[config.mk]
export PLATFORM = sky130hd
export DESIGN_NAME = contiguous_page_allocator_flat
export DESIGN_NICKNAME = d
export VERILOG_FILES = /design/src/sv/cpa_pkg.sv /design/src/sv/cpa_if.sv /design/src/sv/cpa_ram.sv /design/src/sv/contiguous_page_allocator.sv /design/src/flat_wrapper.sv
export VERILOG_INCLUDE_DIRS = /design/src /design/src/sv
export SDC_FILE = /design/constraint.sdc
export NUM_CORES = 1
export LEC_CHECK = 0
export BUFFER_PORTS_ARGS = -buffer_cell sky130_fd_sc_hd__clkbuf_2
export CELL_PAD_IN_SITES_DETAIL_PLACEMENT = 0
export CELL_PAD_IN_SITES_GLOBAL_PLACEMENT = 1
export CORE_ASPECT_RATIO = 0.7
export CORE_MARGIN = 2
export CORE_UTILIZATION = 45
export DETAILED_ROUTE_END_ITERATION = 12
export PLACE_DENSITY_LB_ADDON = 0.1
export SYNTH_ARGS = -nofsm -noshare
export SYNTH_HDL_FRONTEND = slang
export SYNTH_SLANG_ARGS = --single-unit
[constraint.sdc]
create_clock -name i_clk -period 8.1 [get_ports i_clk]
set_input_delay 1.62 -clock i_clk [delete_from_list [all_inputs] [get_ports i_clk]]
set_output_delay 1.62 -clock i_clk [all_outputs]
set_load 0.02 [all_outputs]
[src/sv/contiguous_page_allocator_defines.svh]
// Assertion macros shared by the allocator RTL.
`ifndef CONTIGUOUS_PAGE_ALLOCATOR_DEFINES_SVH
`define CONTIGUOUS_PAGE_ALLOCATOR_DEFINES_SVH

// Same-cycle implication, held off while reset is asserted.
`define CPA_ASSERT_NOW(label, clk, rst_n, ante, cons, msg) \
    label: assert property (@(posedge clk) disable iff (!rst_n) (ante) |-> (cons)) \
        else $error(msg);

// Next-cycle implication, held off while reset is asserted.
`define CPA_ASSERT_NEXT(label, clk, rst_n, ante, cons, msg) \
    label: assert property (@(posedge clk) disable iff (!rst_n) (ante) |=> (cons)) \
        else $error(msg);

`endif

[src/sv/cpa_pkg.sv]
// Constants and codes shared by the page allocator files.
`timescale 1ns / 1ps
package cpa_pkg;
    localparam int NUM_PAGES   = 1024;
    localparam int PAGE_W      = $clog2(NUM_PAGES);
    localparam int PTR_W       = PAGE_W + 1;
    localparam int WORD_W      = 8;
    localparam int WBIT_W      = $clog2(WORD_W);
    localparam int NUM_WORDS   = NUM_PAGES / WORD_W;
    localparam int WADDR_W     = PAGE_W - WBIT_W;
    localparam int COUNT_W     = 11;
    localparam int SPAGE_W     = 10;
    localparam int GRANT_W     = 10;
    localparam int STATUS_W    = 2;
    localparam int FIT_W       = 2;
    localparam int CHK_W       = (PTR_W > COUNT_W + 1) ? PTR_W : COUNT_W + 1;

    localparam logic [STATUS_W-1:0] ST_OK      = 2'd0;
    localparam logic [STATUS_W-1:0] ST_NOFIT   = 2'd1;
    localparam logic [STATUS_W-1:0] ST_RANGE   = 2'd2;
    localparam logic [STATUS_W-1:0] ST_NOTUSED = 2'd3;

    localparam logic [FIT_W-1:0] FIT_NEXT = 2'd1;
    localparam logic [FIT_W-1:0] FIT_BEST = 2'd2;

    localparam logic REQ_FREE = 1'b1;
endpackage

[src/sv/cpa_if.sv]
// Request and response channel interfaces of the page allocator.
`timescale 1ns / 1ps
interface cpa_req_if;
    logic                        valid;
    logic                        ready;
    logic                        req_type;
    logic [cpa_pkg::COUNT_W-1:0] page_count;
    logic [cpa_pkg::SPAGE_W-1:0] first_page;
    modport source (output valid, req_type, page_count, first_page, input ready);
    modport sink   (input valid, req_type, page_count, first_page, output ready);
endinterface

interface cpa_resp_if;
    logic                         valid;
    logic                         ready;
    logic [cpa_pkg::STATUS_W-1:0] status;
    logic [cpa_pkg::GRANT_W-1:0]  granted_page;
    modport source (output valid, status, granted_page, input ready);
    modport sink   (input valid, status, granted_page, output ready);
endinterface

[src/sv/cpa_ram.sv]
// Generic single-write, single-read RAM with registered read data.
`timescale 1ns / 1ps
module cpa_ram #(
    parameter int WIDTH = 8,
    parameter int DEPTH = 128,
    parameter int AW    = $clog2(DEPTH)
) (
    input  logic             i_clk,
    input  logic             i_we,
    input  logic [AW-1:0]    i_waddr,
    input  logic [WIDTH-1:0] i_wdata,
    input  logic [AW-1:0]    i_raddr,
    output logic [WIDTH-1:0] o_rdata
);
    logic [WIDTH-1:0] r_mem [DEPTH];

    always_ff @(posedge i_clk) begin
        if (i_we) begin
            r_mem[i_waddr] <= i_wdata;
        end
        o_rdata <= r_mem[i_raddr];
    end
endmodule

[src/sv/contiguous_page_allocator.sv]
// Top level of the contiguous page allocator: sequencer and bitmap scan.
`timescale 1ns / 1ps
`include "contiguous_page_allocator_defines.svh"

// Contiguous page allocator. The used-page bitmap lives in a RAM of 8-bit words; one
// request is taken at a time and walked one page per clock by a single scan unit while a
// loaded word is scanned. A search fetches each 8-page word (fetch, then load) and then
// scans its pages; marking a granted run fetches each word touched, updates its bits and
// writes it back. A next-fit request that misses in a first pass that did not start at
// page 0 rescans from page 0. A free checks and then clears its run. A rejected request
// has its response valid on the cycle after the request transfer, and the block is ready
// again in the cycle after the response transfer. After reset a clearing pass zeroes the
// bitmap before the first request is taken; fit_mode writes are taken at any time.
module contiguous_page_allocator (
    input  logic                      i_clk,
    input  logic                      i_rst_n,
    input  logic                      i_cfg_we,
    input  logic [cpa_pkg::FIT_W-1:0] i_cfg_wdata,
    cpa_req_if.sink                   i_req,
    cpa_resp_if.source                o_resp
);
    localparam logic [cpa_pkg::PTR_W-1:0] LAST_PAGE = cpa_pkg::PTR_W'(cpa_pkg::NUM_PAGES - 1);
    localparam logic [cpa_pkg::PTR_W-1:0] POOL_END  = cpa_pkg::PTR_W'(cpa_pkg::NUM_PAGES);
    localparam logic [cpa_pkg::WBIT_W-1:0] WORD_TOP = cpa_pkg::WBIT_W'(cpa_pkg::WORD_W - 1);

    typedef enum logic [2:0] {
        S_CLEAR, S_IDLE, S_FETCH, S_LOAD, S_SCAN, S_WRITE, S_RESP
    } t_state;

    typedef enum logic [1:0] {
        PH_SEARCH, PH_CHECK, PH_MARK
    } t_phase;

    t_state                         r_state;
    t_phase                         r_phase;
    logic [cpa_pkg::FIT_W-1:0]      r_fit;
    logic [cpa_pkg::PAGE_W-1:0]     r_rove;
    logic [cpa_pkg::WADDR_W-1:0]    r_clr;
    logic [cpa_pkg::WADDR_W-1:0]    r_widx;
    logic [cpa_pkg::WORD_W-1:0]     r_word;
    logic [cpa_pkg::PTR_W-1:0]      r_ptr;
    logic [cpa_pkg::PTR_W-1:0]      r_end;
    logic [cpa_pkg::PTR_W-1:0]      r_cnt;
    logic [cpa_pkg::PTR_W-1:0]      r_run;
    logic [cpa_pkg::PTR_W-1:0]      r_rs;
    logic [cpa_pkg::PTR_W-1:0]      r_best_len;
    logic [cpa_pkg::PTR_W-1:0]      r_best_st;
    logic                           r_best_ok;
    logic                           r_is_best;
    logic                           r_is_next;
    logic                           r_retry;
    logic                           r_mval;
    logic [cpa_pkg::STATUS_W-1:0]   r_status;
    logic [cpa_pkg::GRANT_W-1:0]    r_granted;

    logic [cpa_pkg::WORD_W-1:0]     ram_rdata;
    logic                           ram_we;
    logic [cpa_pkg::WADDR_W-1:0]    ram_waddr;
    logic [cpa_pkg::WORD_W-1:0]     ram_wdata;

    // Request range checks
    logic [cpa_pkg::CHK_W-1:0]      chk_cnt;
    logic [cpa_pkg::CHK_W-1:0]      chk_end;
    logic                           bad_alloc;
    logic                           bad_free;

    // Scan unit
    logic                           bit_v;
    logic                           last_page;
    logic                           word_end;
    logic [cpa_pkg::PTR_W-1:0]      ptr_inc;
    logic [cpa_pkg::PTR_W-1:0]      run_inc;
    logic                           found_free;
    logic [cpa_pkg::PTR_W-1:0]      free_idx;
    logic [cpa_pkg::PTR_W-1:0]      cur_len;
    logic [cpa_pkg::PTR_W-1:0]      cur_start;
    logic                           cand;
    logic                           exact;
    logic [cpa_pkg::PTR_W-1:0]      sel_idx;
    logic [cpa_pkg::PTR_W-1:0]      sel_end;
    logic [cpa_pkg::WORD_W-1:0]     n_word;

    cpa_ram #(
        .WIDTH (cpa_pkg::WORD_W),
        .DEPTH (cpa_pkg::NUM_WORDS)
    ) u_map (
        .i_clk   (i_clk),
        .i_we    (ram_we),
        .i_waddr (ram_waddr),
        .i_wdata (ram_wdata),
        .i_raddr (r_ptr[cpa_pkg::PAGE_W-1:cpa_pkg::WBIT_W]),
        .o_rdata (ram_rdata)
    );

    assign ram_we    = (r_state == S_CLEAR) || (r_state == S_WRITE);
    assign ram_waddr = (r_state == S_CLEAR) ? r_clr : r_widx;
    assign ram_wdata = (r_state == S_CLEAR) ? '0 : r_word;

    assign chk_cnt   = cpa_pkg::CHK_W'(i_req.page_count);
    assign chk_end   = cpa_pkg::CHK_W'(i_req.first_page) + chk_cnt;
    assign bad_alloc = (chk_cnt == '0) || (chk_cnt > cpa_pkg::CHK_W'(cpa_pkg::NUM_PAGES));
    assign bad_free  = (chk_cnt == '0) || (chk_end > cpa_pkg::CHK_W'(cpa_pkg::NUM_PAGES));

    // One page per cycle in the scan state: free-run tracking, best-fit candidate test, grant pick, marked word
    always_comb begin
        bit_v      = r_word[r_ptr[cpa_pkg::WBIT_W-1:0]];
        last_page  = (r_ptr == LAST_PAGE);
        word_end   = (r_ptr[cpa_pkg::WBIT_W-1:0] == WORD_TOP);
        ptr_inc    = r_ptr + 1'b1;
        run_inc    = r_run + 1'b1;
        found_free = !bit_v && (run_inc >= r_cnt);
        free_idx   = ptr_inc - r_cnt;
        cur_len    = bit_v ? r_run : run_inc;
        cur_start  = (r_run == '0) ? r_ptr : r_rs;
        cand       = (bit_v || last_page) && (cur_len != '0) && (cur_len >= r_cnt)
                     && (cur_len < r_best_len);
        exact      = cand && (cur_len == r_cnt);
        sel_idx    = r_is_best ? (cand ? cur_start : r_best_st) : free_idx;
        sel_end    = sel_idx + r_cnt;
        n_word     = r_word;
        n_word[r_ptr[cpa_pkg::WBIT_W-1:0]] = r_mval;
    end

    assign i_req.ready         = (r_state == S_IDLE);
    assign o_resp.valid        = (r_state == S_RESP);
    assign o_resp.status       = r_status;
    assign o_resp.granted_page = r_granted;

    // Sequencer
    always_ff @(posedge i_clk) begin
        if (!i_rst_n) begin
            r_state <= S_CLEAR;
            r_phase <= PH_SEARCH;
            r_fit   <= '0;
            r_rove  <= '0;
            r_clr   <= '0;
            r_retry <= 1'b0;
        end else begin
            if (i_cfg_we) begin
                r_fit <= i_cfg_wdata;
            end
            case (r_state)
                S_CLEAR: begin
                    r_clr <= r_clr + 1'b1;
                    if (r_clr == cpa_pkg::WADDR_W'(cpa_pkg::NUM_WORDS - 1)) begin
                        r_state <= S_IDLE;
                    end
                end
                S_IDLE: begin
                    if (i_req.valid) begin
                        r_granted  <= '0;
                        r_cnt      <= cpa_pkg::PTR_W'(i_req.page_count);
                        r_run      <= '0;
                        r_best_len <= '1;
                        r_best_ok  <= 1'b0;
                        r_is_best  <= (r_fit == cpa_pkg::FIT_BEST);
                        r_is_next  <= (r_fit == cpa_pkg::FIT_NEXT);
                        if (i_req.req_type == cpa_pkg::REQ_FREE) begin
                            r_ptr    <= cpa_pkg::PTR_W'(i_req.first_page);
                            r_end    <= cpa_pkg::PTR_W'(chk_end);
                            r_phase  <= PH_CHECK;
                            r_status <= bad_free ? cpa_pkg::ST_RANGE : cpa_pkg::ST_OK;
                            r_state  <= bad_free ? S_RESP : S_FETCH;
                        end else begin
                            r_phase  <= PH_SEARCH;
                            r_ptr    <= (r_fit == cpa_pkg::FIT_NEXT)
                                        ? cpa_pkg::PTR_W'(r_rove) : '0;
                            r_retry  <= (r_fit == cpa_pkg::FIT_NEXT) && (r_rove != '0);
                            r_status <= bad_alloc ? cpa_pkg::ST_RANGE : cpa_pkg::ST_OK;
                            r_state  <= bad_alloc ? S_RESP : S_FETCH;
                        end
                    end
                end
                S_FETCH: begin
                    r_widx  <= r_ptr[cpa_pkg::PAGE_W-1:cpa_pkg::WBIT_W];
                    r_state <= S_LOAD;
                end
                S_LOAD: begin
                    r_word  <= ram_rdata;
                    r_state <= S_SCAN;
                end
                S_SCAN: begin
                    case (r_phase)
                        PH_SEARCH: begin
                            // run tracking for the next page; a new pass starts empty
                            r_run <= (bit_v || last_page) ? '0 : run_inc;
                            if (!bit_v && r_run == '0) begin
                                r_rs <= r_ptr;
                            end
                            if (cand) begin
                                r_best_len <= cur_len;
                                r_best_st  <= cur_start;
                                r_best_ok  <= 1'b1;
                            end
                            if ((!r_is_best && found_free) || (r_is_best && exact)
                                || (r_is_best && last_page && (cand || r_best_ok))) begin
                                // grant: walk back over the run and mark it used
                                r_ptr     <= sel_idx;
                                r_end     <= sel_end;
                                r_mval    <= 1'b1;
                                r_phase   <= PH_MARK;
                                r_granted <= cpa_pkg::GRANT_W'(sel_idx);
                                if (r_is_next) begin
                                    r_rove <= (sel_end >= POOL_END)
                                              ? '0 : cpa_pkg::PAGE_W'(sel_end);
                                end
                                r_state <= S_FETCH;
                            end else if (last_page) begin
                                if (r_retry) begin
                                    r_retry <= 1'b0;
                                    r_ptr   <= '0;
                                    r_state <= S_FETCH;
                                end else begin
                                    r_status <= cpa_pkg::ST_NOFIT;
                                    r_state  <= S_RESP;
                                end
                            end else begin
                                r_ptr <= ptr_inc;
                                if (word_end) begin
                                    r_state <= S_FETCH;
                                end
                            end
                        end
                        PH_CHECK: begin
                            if (!bit_v) begin
                                r_status <= cpa_pkg::ST_NOTUSED;
                                r_state  <= S_RESP;
                            end else if (ptr_inc == r_end) begin
                                r_ptr   <= r_end - r_cnt;
                                r_mval  <= 1'b0;
                                r_phase <= PH_MARK;
                                r_state <= S_FETCH;
                            end else begin
                                r_ptr <= ptr_inc;
                                if (word_end) begin
                                    r_state <= S_FETCH;
                                end
                            end
                        end
                        PH_MARK: begin
                            r_word <= n_word;
                            r_ptr  <= ptr_inc;
                            if (word_end || ptr_inc == r_end) begin
                                r_state <= S_WRITE;
                            end
                        end
                        default: begin
                            r_state <= S_RESP;
                        end
                    endcase
                end
                S_WRITE: begin
                    r_state <= (r_ptr == r_end) ? S_RESP : S_FETCH;
                end
                S_RESP: begin
                    if (o_resp.ready) begin
                        r_state <= S_IDLE;
                    end
                end
                default: begin
                    r_state <= S_IDLE;
                end
            endcase
        end
    end

    // Checks
    `CPA_ASSERT_NOW(a_one_side, i_clk, i_rst_n, i_req.ready, !o_resp.valid,
        "request taken while a response is pending")
    `CPA_ASSERT_NOW(a_grant_zero, i_clk, i_rst_n,
        o_resp.valid && (o_resp.status != cpa_pkg::ST_OK), o_resp.granted_page == '0,
        "nonzero page on a failed request")
    `CPA_ASSERT_NEXT(a_back_idle, i_clk, i_rst_n, o_resp.valid && o_resp.ready, i_req.ready,
        "not ready after response transfer")
    `CPA_ASSERT_NOW(a_ptr_range, i_clk, i_rst_n, r_state == S_SCAN, r_ptr < POOL_END,
        "scan pointer past pool end")
endmodule

[src/flat_wrapper.sv]
// flat-port wrapper written by rule: the top's interface ports become plain ports
module contiguous_page_allocator_flat 
  (i_clk, i_rst_n, i_cfg_we, i_cfg_wdata, i_req_valid, i_req_req_type, i_req_page_count, i_req_first_page, i_req_ready, o_resp_valid, o_resp_status, o_resp_granted_page, o_resp_ready);
  cpa_req_if i_req_i ();
  cpa_resp_if o_resp_i ();
  input  logic i_clk;
  input  logic i_rst_n;
  input  logic i_cfg_we;
  input  logic [cpa_pkg::FIT_W-1:0] i_cfg_wdata;
  input wire logic [$bits(i_req_i.valid)-1:0] i_req_valid;
  input wire logic [$bits(i_req_i.req_type)-1:0] i_req_req_type;
  input wire logic [$bits(i_req_i.page_count)-1:0] i_req_page_count;
  input wire logic [$bits(i_req_i.first_page)-1:0] i_req_first_page;
  output wire logic [$bits(i_req_i.ready)-1:0] i_req_ready;
  output wire logic [$bits(o_resp_i.valid)-1:0] o_resp_valid;
  output wire logic [$bits(o_resp_i.status)-1:0] o_resp_status;
  output wire logic [$bits(o_resp_i.granted_page)-1:0] o_resp_granted_page;
  input wire logic [$bits(o_resp_i.ready)-1:0] o_resp_ready;
  assign i_req_i.valid = i_req_valid;
  assign i_req_i.req_type = i_req_req_type;
  assign i_req_i.page_count = i_req_page_count;
  assign i_req_i.first_page = i_req_first_page;
  assign i_req_ready = i_req_i.ready;
  assign o_resp_valid = o_resp_i.valid;
  assign o_resp_status = o_resp_i.status;
  assign o_resp_granted_page = o_resp_i.granted_page;
  assign o_resp_i.ready = o_resp_ready;
  contiguous_page_allocator u_core (.i_clk(i_clk), .i_rst_n(i_rst_n), .i_cfg_we(i_cfg_we), .i_cfg_wdata(i_cfg_wdata), .i_req(i_req_i), .o_resp(o_resp_i));
endmodule
Word-level counts from Yosys, hierarchy flattened
Memories as Yosys holds them, arrays and structs flattened. A register that Yosys moved wholly into a read port is not among the register bits.
Cells that the tools add are included.
{ "totals": {"reg_bits": 133, "ram_bits": 1024, "input_bits": 29, "wordCells": 215, "memories": 1} }
{ "op_classes": {"addsub": 7, "n_lt_le_gt_ge": 8, "eq_ne": 41, "mux": 90, "n_reduce_logical": 47} }
{ "mem_list": {"columns": ["memory", "words", "word_bits", "rd", "rd_clocked_by_memory_dff", "wr", "line", "source"], "rows": [
  ["u_core.u_map.r_mem", 128, 8, 1, 1, 1, "cpa_ram.sv:15", "logic [WIDTH-1:0] r_mem [DEPTH];"]
]} }
{ "op_table": {"columns": ["cell", "n"], "rows": [
  ["two-way mux 11 bit", 21],
  ["one-hot mux 11 bit (2 select lines)", 4],
  ["two-way mux 10 bit", 5],
  ["two-way mux 3 bit", 14],
  ["equality test 11 bit", 3],
  ["one-hot mux 11 bit (3 select lines)", 1],
  ["AND reduction 6 bit", 5],
  ["two-way mux 2 bit", 12],
  ["adder 11 x 1 -> 11 bit (second input constant)", 2],
  ["greater-or-equal comparator 11 bit", 2],
  ["subtractor 11 bit", 2],
  ["one-hot mux 3 bit (7 select lines)", 1],
  ["one-hot mux 10 bit (2 select lines)", 1],
  ["two-way mux 1 bit", 16],
  ["two-way mux 8 bit", 2],
  ["inequality test 2 x 1 -> 1 bit (second input constant)", 8],
  ["one-hot mux 2 bit (2 select lines)", 4],
  ["one-hot mux 8 bit (2 select lines)", 1],
  ["AND reduction 4 bit", 4],
  ["inequality test 3 x 2 -> 1 bit (second input constant)", 5],
  ["adder 10 x 11 -> 12 bit", 1],
  ["equality test 3 bit (second input constant)", 4],
  ["greater-than comparator 12 x 11 -> 1 bit (second input constant)", 1],
  ["logical AND 1 bit", 12],
  ["36 further kinds", 62]
]} }

Longest topological paths before layout
Gate-level depths: netlist of the first run.
{ "depth": {"word_depth": 14, "ltp_mapped": 29} }

Hierarchy
A second synthesis of the first run with hierarchy kept.
{ "hier_totals": {"cells_unflattened": 2686, "hier_area_um2": 49562.5} }
{ "modules_own_cells": {"columns": ["mod", "n_inst", "cells_each", "area_each_um2", "seq_area_each_um2"], "rows": [
  ["cpa_ram", 1, 1635, 39670.5, 30909.6],
  ["contiguous_page_allocator", 1, 1051, 9892.0, 3743.6]
]} }

Worst setup path before layout of the first run
OpenSTA, ideal clock, no wires.
{ "synth_timing": {"path_type": "register -> register", "start": "reg u_core.r_ptr[2] (netlist name)", "end": "reg u_core.r_end[10] (netlist name), data pin", "setup_ns": 0.270, "t_arrival_ns": 6.872, "slack_ns": 0.958, "path_stages_with_launch": 30, "synth_period_minus_slack_ns": 7.142, "path_cell_list": "edfxtp_1 > buf_2 > mux2i_1 > nor2_1 > or3_1 > buf_1 > or4_1 > xnor2_1 > ha_1 > nand4_1 > a2111oi_0 > or4b_1 > a211o_1 > or4_1 > buf_2 > buf_6 > mux2_2 > a21oi_1 > inv_1 > ha_1 > fa_1 > a21o_1 > a21oi_1 > nor2b_1 > o21a_1 > o41ai_1 > o21ai_0 > xor2_1 > buf_4 > o21ai_0"} }
{ "synth_via": {"elab_chain_cells": 13, "word_cells_on_any_way": 20} }
{ "synth_rtl": {"columns": ["item", "line", "source"], "rows": [
  ["from (decl)", "contiguous_page_allocator.sv:41", "logic [cpa_pkg::PTR_W-1:0] r_ptr;"],
  ["from (signal assigned)", "contiguous_page_allocator.sv:159", "r_ptr <= cpa_pkg::PTR_W'(i_req.first_page);"],
  ["from (signal assigned)", "contiguous_page_allocator.sv:166", "r_ptr <= (r_fit == cpa_pkg::FIT_NEXT)"],
  ["from (signal assigned)", "contiguous_page_allocator.sv:198", "r_ptr <= sel_idx;"],
  ["binary-select mux 1 bit (select 3 bit) (*)", "contiguous_page_allocator.sv:106", "bit_v = r_word[r_ptr[cpa_pkg::WBIT_W-1:0]];"],
  ["two-way mux 1 bit (not written as such) (*)", "contiguous_page_allocator.sv:106", null],
  ["two-way mux 11 bit (*)", "contiguous_page_allocator.sv:113", "cur_len = bit_v ? r_run : run_inc;"],
  ["net u_core.cur_len (one bit)", "contiguous_page_allocator.sv:75", "logic [cpa_pkg::PTR_W-1:0] cur_len;"],
  ["branches (longest 3 deep; another with greater-or-equal comparator 11 bit)", null, null],
  ["logical AND 1 bit (*)", "contiguous_page_allocator.sv:116", "&& (cur_len < r_best_len);"],
  ["two-way mux 11 bit (*) (2 in series)", "contiguous_page_allocator.sv:118", "sel_idx = r_is_best ? (cand ? cur_start : r_best_st) : free_idx;"],
  ["net u_core.sel_idx (one bit)", "contiguous_page_allocator.sv:79", "logic [cpa_pkg::PTR_W-1:0] sel_idx;"],
  ["adder 11 bit (*)", "contiguous_page_allocator.sv:119", "sel_end = sel_idx + r_cnt;"],
  ["two-way mux 11 bit (*)", "contiguous_page_allocator.sv:195", "if ((!r_is_best && found_free) || (r_is_best && exact)"],
  ["two-way mux 11 bit (*)", "contiguous_page_allocator.sv:183", "case (r_phase)"],
  ["one-hot mux 11 bit (2 select lines) (*)", "contiguous_page_allocator.sv:142", "case (r_state)"],
  ["to (signal assigned)", "contiguous_page_allocator.sv:160", "r_end <= cpa_pkg::PTR_W'(chk_end);"],
  ["to (signal assigned)", "contiguous_page_allocator.sv:199", "r_end <= sel_end;"],
  ["to (decl)", "contiguous_page_allocator.sv:42", "logic [cpa_pkg::PTR_W-1:0] r_end;"]
]} }
Mark *: on every way through the listed nets, which the timed path passes. The select of a mux whose other input is x is not followed.
A chain may end at the register's enable or synchronous reset.

Worst setup path in the final report of the first run
{ "layout_timing": {"start": "reg u_core.r_ptr[1] (netlist name)", "end": "reg u_core.r_end[10] (netlist name), data pin"} }
The elaborated chain is that of the path after synthesis.

==> results of run 1 <==
-- layer usage --
layer,share of wire,wire [um]
met1,0.47,61400
met5,0.00061,81
met4,0.019,2460
met2,0.41,53600
met3,0.11,14300
-- worst paths after layout --
check	start	cells past startpoint	slack (ns)	to
worst max-delay path	u_core.r_ptr[1]$_DFFE_PP_	24	0.40	u_core.r_end[10]$_DFFE_PP_
worst min register to register	u_core.r_rove[4]$_SDFFE_PN0P_	1	0.51	u_core.r_rove[4]$_SDFFE_PN0P_
worst max register to register	u_core.r_ptr[1]$_DFFE_PP_	24	0.40	u_core.r_end[10]$_DFFE_PP_
worst min-delay path	u_core.r_rove[4]$_SDFFE_PN0P_	1	0.51	u_core.r_rove[4]$_SDFFE_PN0P_
-- critical path: stages, from the launching register on --
cell and delay, ns:
edfxtp_1 0.47, mux2i_1 0.24, a211oi_1 0.17, or3_1 0.46, or4_1 0.55, xnor2_1 0.32, ha_1 0.31, nand4_1 0.15
a2111oi_0 0.10, or4b_1 0.53, a211o_1 0.30, or4_1 0.59, buf_4 0.25, mux2_2 0.31, mux2_2 0.32, fa_1 0.47
a21o_1 0.21, a21oi_1 0.23, nor2b_1 0.08, o21a_1 0.19, o41ai_1 0.44, o21ai_0 0.21, xor2_1 0.18, buf_4 0.21
o21ai_0 0.10
-- cells in the final DEF (no fill, tap or decap), types with 42 or more instances in the layout --
cell and instances:
inv_1 71, clkbuf_16 113, nand2_1 102, a21oi_1 53
nor2_1 195, mux4_2 336, ha_1 81, edfxtp_1 1132
o21ai_0 47, xnor2_1 50, clkbuf_2 42
-- synth_stat cells (all sizes together) (11+ instances only) --
master / n / area, um2
a21o: 14 / 105
a21oi: 54 / 274
a31oi: 13 / 81.3
and2: 23 / 144
and3: 11 / 68.8
buf: 41 / 179
clkbuf: 93 / 349
dfxtp: 33 / 661
edfxtp: 1132 / 34000
ha: 81 / 1010
inv: 71 / 267
mux2: 37 / 432
mux2i: 16 / 160
mux4: 336 / 7570
nand2: 108 / 405
nand2b: 12 / 75.1
nand3: 34 / 175
nand4: 11 / 68.8
nor2: 196 / 738
nor2b: 22 / 138
nor3: 25 / 136
nor4: 15 / 100
o21ai: 51 / 255
o31ai: 13 / 97.6
or2: 15 / 93.8
xnor2: 50 / 438
xor2: 36 / 315
-- state kept, by name, summed over array words and instances (netlist names), 10 cells and up --
register	flops
u_core.u_map.r_mem	1024
u_core.r_end	11
u_core.r_ptr	11
u_core.r_best_st	11
u_core.o_resp.granted_page	10
u_core.r_rove	10
u_core.r_cnt	11
u_core.r_best_len	11
u_core.r_rs	11
u_core.r_run	11
-- power by group through the flow --
stage                     clock (mW)  sequential [mW]  combinational (mW)
after floorplan                    0             6.66              0.0813
after global placement             0             6.66               0.158
after detailed placement           0             6.66               0.161
after CTS                       5.25             6.53               0.161
after global routing            5.48             6.53               0.175
final                           5.14             6.53               0.166
-- cell type report --
class | count | area share
Clock inverter | 72 | 0.0117
Timing Repair Buffer | 83 | 0.0103
Antenna cell | 1 | 0.0000454
Tap cell | 1442 | 0.0328
Multi-Input combinational cell | 1319 | 0.258
Clock buffer | 135 | 0.0534
Inverter | 72 | 0.00491
Sequential cell | 1165 | 0.629
-- cells by family (layout without fill, tap and decap cells) --
family | after synthesis | after routing | share of synthesized area
compound gates | 256 | 256 | 0.0357
xor+xnor | 86 | 86 | 0.0152
fa+ha+maj | 85 | 85 | 0.0220
buf+inv | 206 | 362 | 0.0161
flops | 1165 | 1165 | 0.699
mux | 389 | 389 | 0.164
other cells | 0 | 1 | 0
simple gates | 503 | 503 | 0.0478
==> impl_metrics.sql, run 1 <==
INSERT INTO impl_metrics (metric_group, metric, value, unit) VALUES
('clock_tree', 'cts.hold.buffers_added', '0', ''),
('power_and_ir_drop', 'power_frac_seq', '0.552', ''),
('logic_synthesis', 'synth.ff_latch_count', '1165', ''),
('logic_synthesis', 'synth.avg_cell_area', '18.4', 'um2'),
('drt', 'wire_per_inst', '30.7', 'um'),
('sta', 'worst-slew-pin-transition', '1.22', 'ns'),
('power_and_ir_drop', 'switchingPower', '2.39', 'mW'),
('global_routing', 'global_route.usage.met3', '0.0914', ''),
('drt', 'post_drt_via_cell_ratio', '6.09', ''),
('drt', 'post-route-drc-count', '0', ''),
('clock_tree', 'count_of_clock_tree_sinks', '1165', ''),
('clock_tree', 'cts_resized', '0', ''),
('clock_tree', 'cts_made_buffers', '112', ''),
('worst_hold_path', 'worst_hold_path_type', 'reg -> reg', ''),
('placement', 'place_worst_setup_slack', '0.504', 'ns'),
('global_routing', 'top_usage_layer', 'met1', ''),
('sta', 'slew_violations', '0', ''),
('floorplan', 'rows', '101', ''),
('setup_path', 'crit_arrival', '8.13', 'ns'),
('run_status', 'run_status', 'complete, no violations', ''),
('setup_path', 'critPathRequiredTime', '8.53', 'ns'),
('power_and_ir_drop', 'netSwitchingFraction', '0.202', ''),
('logic_synthesis', 'synth.yosys.warnings', '0', ''),
('floorplan', 'effective_utilization_at_floorplan', '0.456', ''),
('cells_and_area', 'synthToLayoutAreaGrowth', '11.1', '%'),
('floorplan', 'design.portCount', '43', ''),
('power_and_ir_drop', 'vdd_ir_max', '0.167', 'mV'),
('global_routing', 'grt_max_degree', '142', ''),
('clock_tree', 'cts_tree', 'built', ''),
('sta', 'min_period', '7.70', 'ns'),
('sta', 'totalNegativeSetupSlack', '0', 'ns'),
('cells_and_area', 'multi_input_area', '14200', 'um2'),
('logic_synthesis', 'synthesis.instances', '2690', ''),
('sta', 'slew_headroom', '0.186', ''),
('cells_and_area', 'postLayoutCoreUtil', '0.506', ''),
('drt', 'route.vias.total', '26100', ''),
('power_and_ir_drop', 'power.leakage', '19.8', 'nW'),
('placement', 'post_dp_cell_area', '51500', 'um2'),
('power_and_ir_drop', 'clock_power_share', '0.434', ''),
('power_and_ir_drop', 'power-per-cell-area', '215', 'nW/um2'),
('logic_synthesis', 'ys.flop_type', 'edfxtp_1', ''),
('logic_synthesis', 'postSynthNetCount', '2804', ''),
('power_and_ir_drop', 'cell_internal_pwr', '9.45', 'mW'),
('setup_path', 'critical_path_peak_fanout', '18', ''),
('sta', 'worst_case_setup_margin_in_the_final_layout', '0.404', 'ns'),
('logic_synthesis', 'synth_cell_type_count', '80', ''),
('placement', 'portBuffers', '42', ''),
('placement', 'placed_cells', '4081', ''),
('sta', 'upper_clock_frequency_limit', '0.130', 'GHz'),
('cells_and_area', 'drive_gt1_frac', '0.232', ''),
('global_routing', 'grt_use_total', '0.235', ''),
('global_routing', 'groute.layer.met2.usage', '0.312', ''),
('power_and_ir_drop', 'comb_power_share', '0.014', ''),
('global_routing', 'overflow', '0', ''),
('global_routing', 'grt_pass1_vias', '25800', ''),
('drt', 'finalWirelength', '132000', 'um'),
('cells_and_area', 'final_nets', '2867', ''),
('global_routing', 'antenna_found_initial', '8', ''),
('logic_synthesis', 'async_flop_share', '0', ''),
('placement', 'finalWeightedCongestion', '0.905', ''),
('clock_tree', 'maximum_count_of_clock_buffers_along_a_single_path', '3', ''),
('drt', 'drt_iter0_drc', '2878', ''),
('setup_path', 'worst-setup-path-type', 'reg -> reg', ''),
('drt', 'dr.pass1.iters', '6', ''),
('clock_tree', 'cts.reportedPaths.clkPinSlew', '0.06', 'ns'),
('sta', 'final.setup_skew', '0.0274', 'ns'),
('sta', 'setup-violations-final', '0', ''),
('drt', 'postRouteAntennaNets', '0', ''),
('cells_and_area', 'postLayoutCellArea', '55100', 'um2'),
('placement', 'dpl.hpwl', '83600', 'um'),
('clock_tree', 'post_cts_buffers', '0', '');
No activity file was read; power rests on OpenSTA's default activity.
==> run 2, diff against run 1 <==
--- a/config.mk
+++ b/config.mk
@@ -9,7 +9,7 @@
 export BUFFER_PORTS_ARGS = -buffer_cell sky130_fd_sc_hd__clkbuf_2
 export CELL_PAD_IN_SITES_DETAIL_PLACEMENT = 0
 export CELL_PAD_IN_SITES_GLOBAL_PLACEMENT = 1
-export CORE_ASPECT_RATIO = 0.7
+export CORE_ASPECT_RATIO = 1.5
 export CORE_MARGIN = 2
 export CORE_UTILIZATION = 45
 export DETAILED_ROUTE_END_ITERATION = 12
==> run 2 against run 1 <==
Effect of this change:
- sequential share of layout area down 0.15 points
- worst hold slack improved by 0.011 ns
- design area grew 0.25%
- critical path type unchanged
- first-iteration DRC count shrank 19%
- die area is essentially flat
- setup slack worse by 0.013 ns
- register-to-register slack barely moved
- sequential cell count unchanged
- clock skew down 0.0048 ns
==> impl_metrics.sql, run 2 (synthesized netlist as in run 1, its figures left out) <==
INSERT INTO impl_metrics (metric_group, metric, value, unit) VALUES
('global_routing', 'grt_use_total', '0.235', ''),
('clock_tree', 'cts.hold.buffers_added', '0', ''),
('power_and_ir_drop', 'power.leakage', '19.9', 'nW'),
('drt', 'finalWirelength', '130000', 'um'),
('sta', 'upper_clock_frequency_limit', '0.130', 'GHz'),
('floorplan', 'rows', '149', ''),
('sta', 'final.setup_skew', '0.0226', 'ns'),
('cells_and_area', 'largest_register_ff_count', '1024', ''),
('cells_and_area', 'postLayoutCoreUtil', '0.504', ''),
('global_routing', 'grt_pass1_vias', '26500', ''),
('cells_and_area', 'ant_diodes', '0', ''),
('setup_path', 'critical_path_peak_fanout', '18', ''),
('sta', 'slew_violations', '0', ''),
('cells_and_area', 'postLayoutCellArea', '55200', 'um2'),
('floorplan', 'die_height', '411', 'um'),
('floorplan', 'die_width', '275', 'um'),
('cells_and_area', 'final_nets', '2869', ''),
('placement', 'post_dp_cell_area', '51500', 'um2'),
('global_routing', 'grt_max_degree', '132', ''),
('clock_tree', 'count_of_clock_tree_sinks', '1165', ''),
('power_and_ir_drop', 'power-per-cell-area', '217', 'nW/um2'),
('setup_path', 'worstSetupEndpointType', 'flop', ''),
('sta', 'final.period_utilization', '0.952', ''),
('clock_tree', 'cts-htree-levels', '3', ''),
('cells_and_area', 'regMostFlops', 'u_core.u_map.r_mem', ''),
('clock_tree', 'maximum_count_of_clock_buffers_along_a_single_path', '3', ''),
('placement', 'portBuffers', '42', ''),
('sta', 'slew_headroom', '0.203', ''),
('sta', 'totalNegativeSetupSlack', '0', 'ns'),
('drt', 'postRouteAntennaNets', '0', ''),
('placement', 'finalWeightedCongestion', '0.878', ''),
('power_and_ir_drop', 'vdd_ir_max', '0.176', 'mV'),
('global_routing', 'grt_pass1_wl', '189000', 'um'),
('floorplan', 'area_of_the_die', '113000', 'um2'),
('clock_tree', 'cts_tree', 'built', ''),
('setup_path', 'start_kind', 'flop', ''),
('clock_tree', 'clock_tree.root_cell', 'clkbuf_16', ''),
('sta', 'report.final.hold_viol_count', '0', ''),
('worst_hold_path', 'worst_hold_path_type', 'reg -> reg', ''),
('setup_path', 'critPathRequiredTime', '8.70', 'ns'),
('job', 'max_cap_viol_count', '0', ''),
('floorplan', 'design.portCount', '43', ''),
('sta', 'worst-slew-pin-transition', '1.20', 'ns'),
('drt', 'post_drt_via_cell_ratio', '5.96', ''),
('cells_and_area', 'final_cell_mix', 'edfxtp_1 (1132), mux4_2 (336), nor2_1 (195)', ''),
('global_routing', 'overflow', '0', ''),
('cells_and_area', 'synthToLayoutAreaGrowth', '11.3', '%'),
('drt', 'drt_iter0_drc', '2335', ''),
('clock_tree', 'cts.reportedPaths.clkPinSlew', '0.06', 'ns'),
('clock_tree', 'clock_insertion_delay_worst_skew', '0.71', 'ns'),
('drt', 'wire_per_inst', '30.4', 'um'),
('setup_path', 'crit_arrival', '8.31', 'ns'),
('cells_and_area', 'layout_commonest_cell', 'edfxtp_1', ''),
('setup_path', 'worst-setup-path-type', 'reg -> reg', ''),
('global_routing', 'antenna_found_initial', '0', ''),
('drt', 'route.vias.total', '25500', ''),
('floorplan', 'core_area', '110000', 'um2'),
('floorplan', 'effective_utilization_at_floorplan', '0.452', ''),
('run_status', 'run_status', 'complete, no violations', ''),
('drt', 'post-route-drc-count', '0', ''),
('cells_and_area', 'drive_gt1_frac', '0.235', ''),
('placement', 'dpl.hpwl', '84700', 'um'),
('sta', 'setup-violations-final', '0', ''),
('drt', 'dr.pass1.iters', '5', ''),
('sta', 'min_period', '7.71', 'ns'),
('clock_tree', 'cts_made_buffers', '110', '');
## run 2: repair_timing
| item | in CTS | in global routing |
|---|---|---|
| gates resized for setup | 0 | 2 |
| buffers inserted | 0 | 1 |
| endpoints found under the setup margin | 0 | 11 |
## run 2: critical path, stage by stage (launching register included)
cell       delay, ns
edfxtp_1        0.51
inv_1           0.22
a211oi_1        0.18
or3_1           0.46
or4_1           0.55
xnor2_1         0.32
ha_1            0.31
nand4_1         0.14
a2111oi_0       0.09
or4b_1          0.52
a211o_1         0.29
or4_1           0.61
buf_4           0.26
mux2_2          0.30
mux2_2          0.32
fa_1            0.46
a21o_1          0.20
a21oi_1         0.23
nor2b_1         0.08
o21a_1          0.20
o41ai_1         0.45
o21ai_0         0.26
xor2_2          0.19
buf_4           0.20
a32o_1          0.25
## run 2: per-stage QoR
step,total power [mW],std cells,setup slack (ns),hold WS [ns]
6_report,12.0,4281,0.391,0.516
5_1_grt,12.3,4281,-0.00114,0.541
4_1_cts,12.1,4280,0.176,0.511
3_5_place_dp,6.81,4076,0.189,0.493
3_3_place_gp,6.81,4076,0.323,0.490
2_1_floorplan,6.74,2690,0.958,0.439
## run 2: power by group
group          switching (mW)  internal, mW
clock                    2.28          3.04
sequential            0.00568          6.53
combinational           0.105        0.0437
total                    2.39          9.61
## run 2: final cells by class
type                            count  area (um2)
Clock buffer                      125        2810
Clock inverter                     79         897
Fill cell                        8895       54400
Inverter                           72         270
Multi-Input combinational cell   1319       14200
Sequential cell                  1165       34700
Tap cell                         1434        1790
Timing Repair Buffer               87         573
## run 2: final timing paths
| check | startpoint | cells past startpoint | endpoint | slack [ns] |
|---|---|---|---|---|
| max | u_core.r_ptr[2]$_DFFE_PP_ | 24 | u_core.r_rove[8]$_SDFFE_PN0P_ | 0.39 |
| min reg2reg | u_core.u_map.o_rdata[4]$_DFF_P_ | 2 | u_core.r_word[4]$_DFFE_PP_ | 0.52 |
| max reg2reg | u_core.r_ptr[2]$_DFFE_PP_ | 24 | u_core.r_rove[8]$_SDFFE_PN0P_ | 0.39 |
| min | u_core.u_map.o_rdata[4]$_DFF_P_ | 2 | u_core.r_word[4]$_DFFE_PP_ | 0.52 |
## run 2: metal layers
| metal | global-route usage | share of wire |
|---|---|---|
| met5 | 0 | 0 |
| met1 | 0.296 | 0.39 |
| met4 | 0.0870 | 0.036 |
| met3 | 0.0237 | 0.039 |
| met2 | 0.419 | 0.53 |
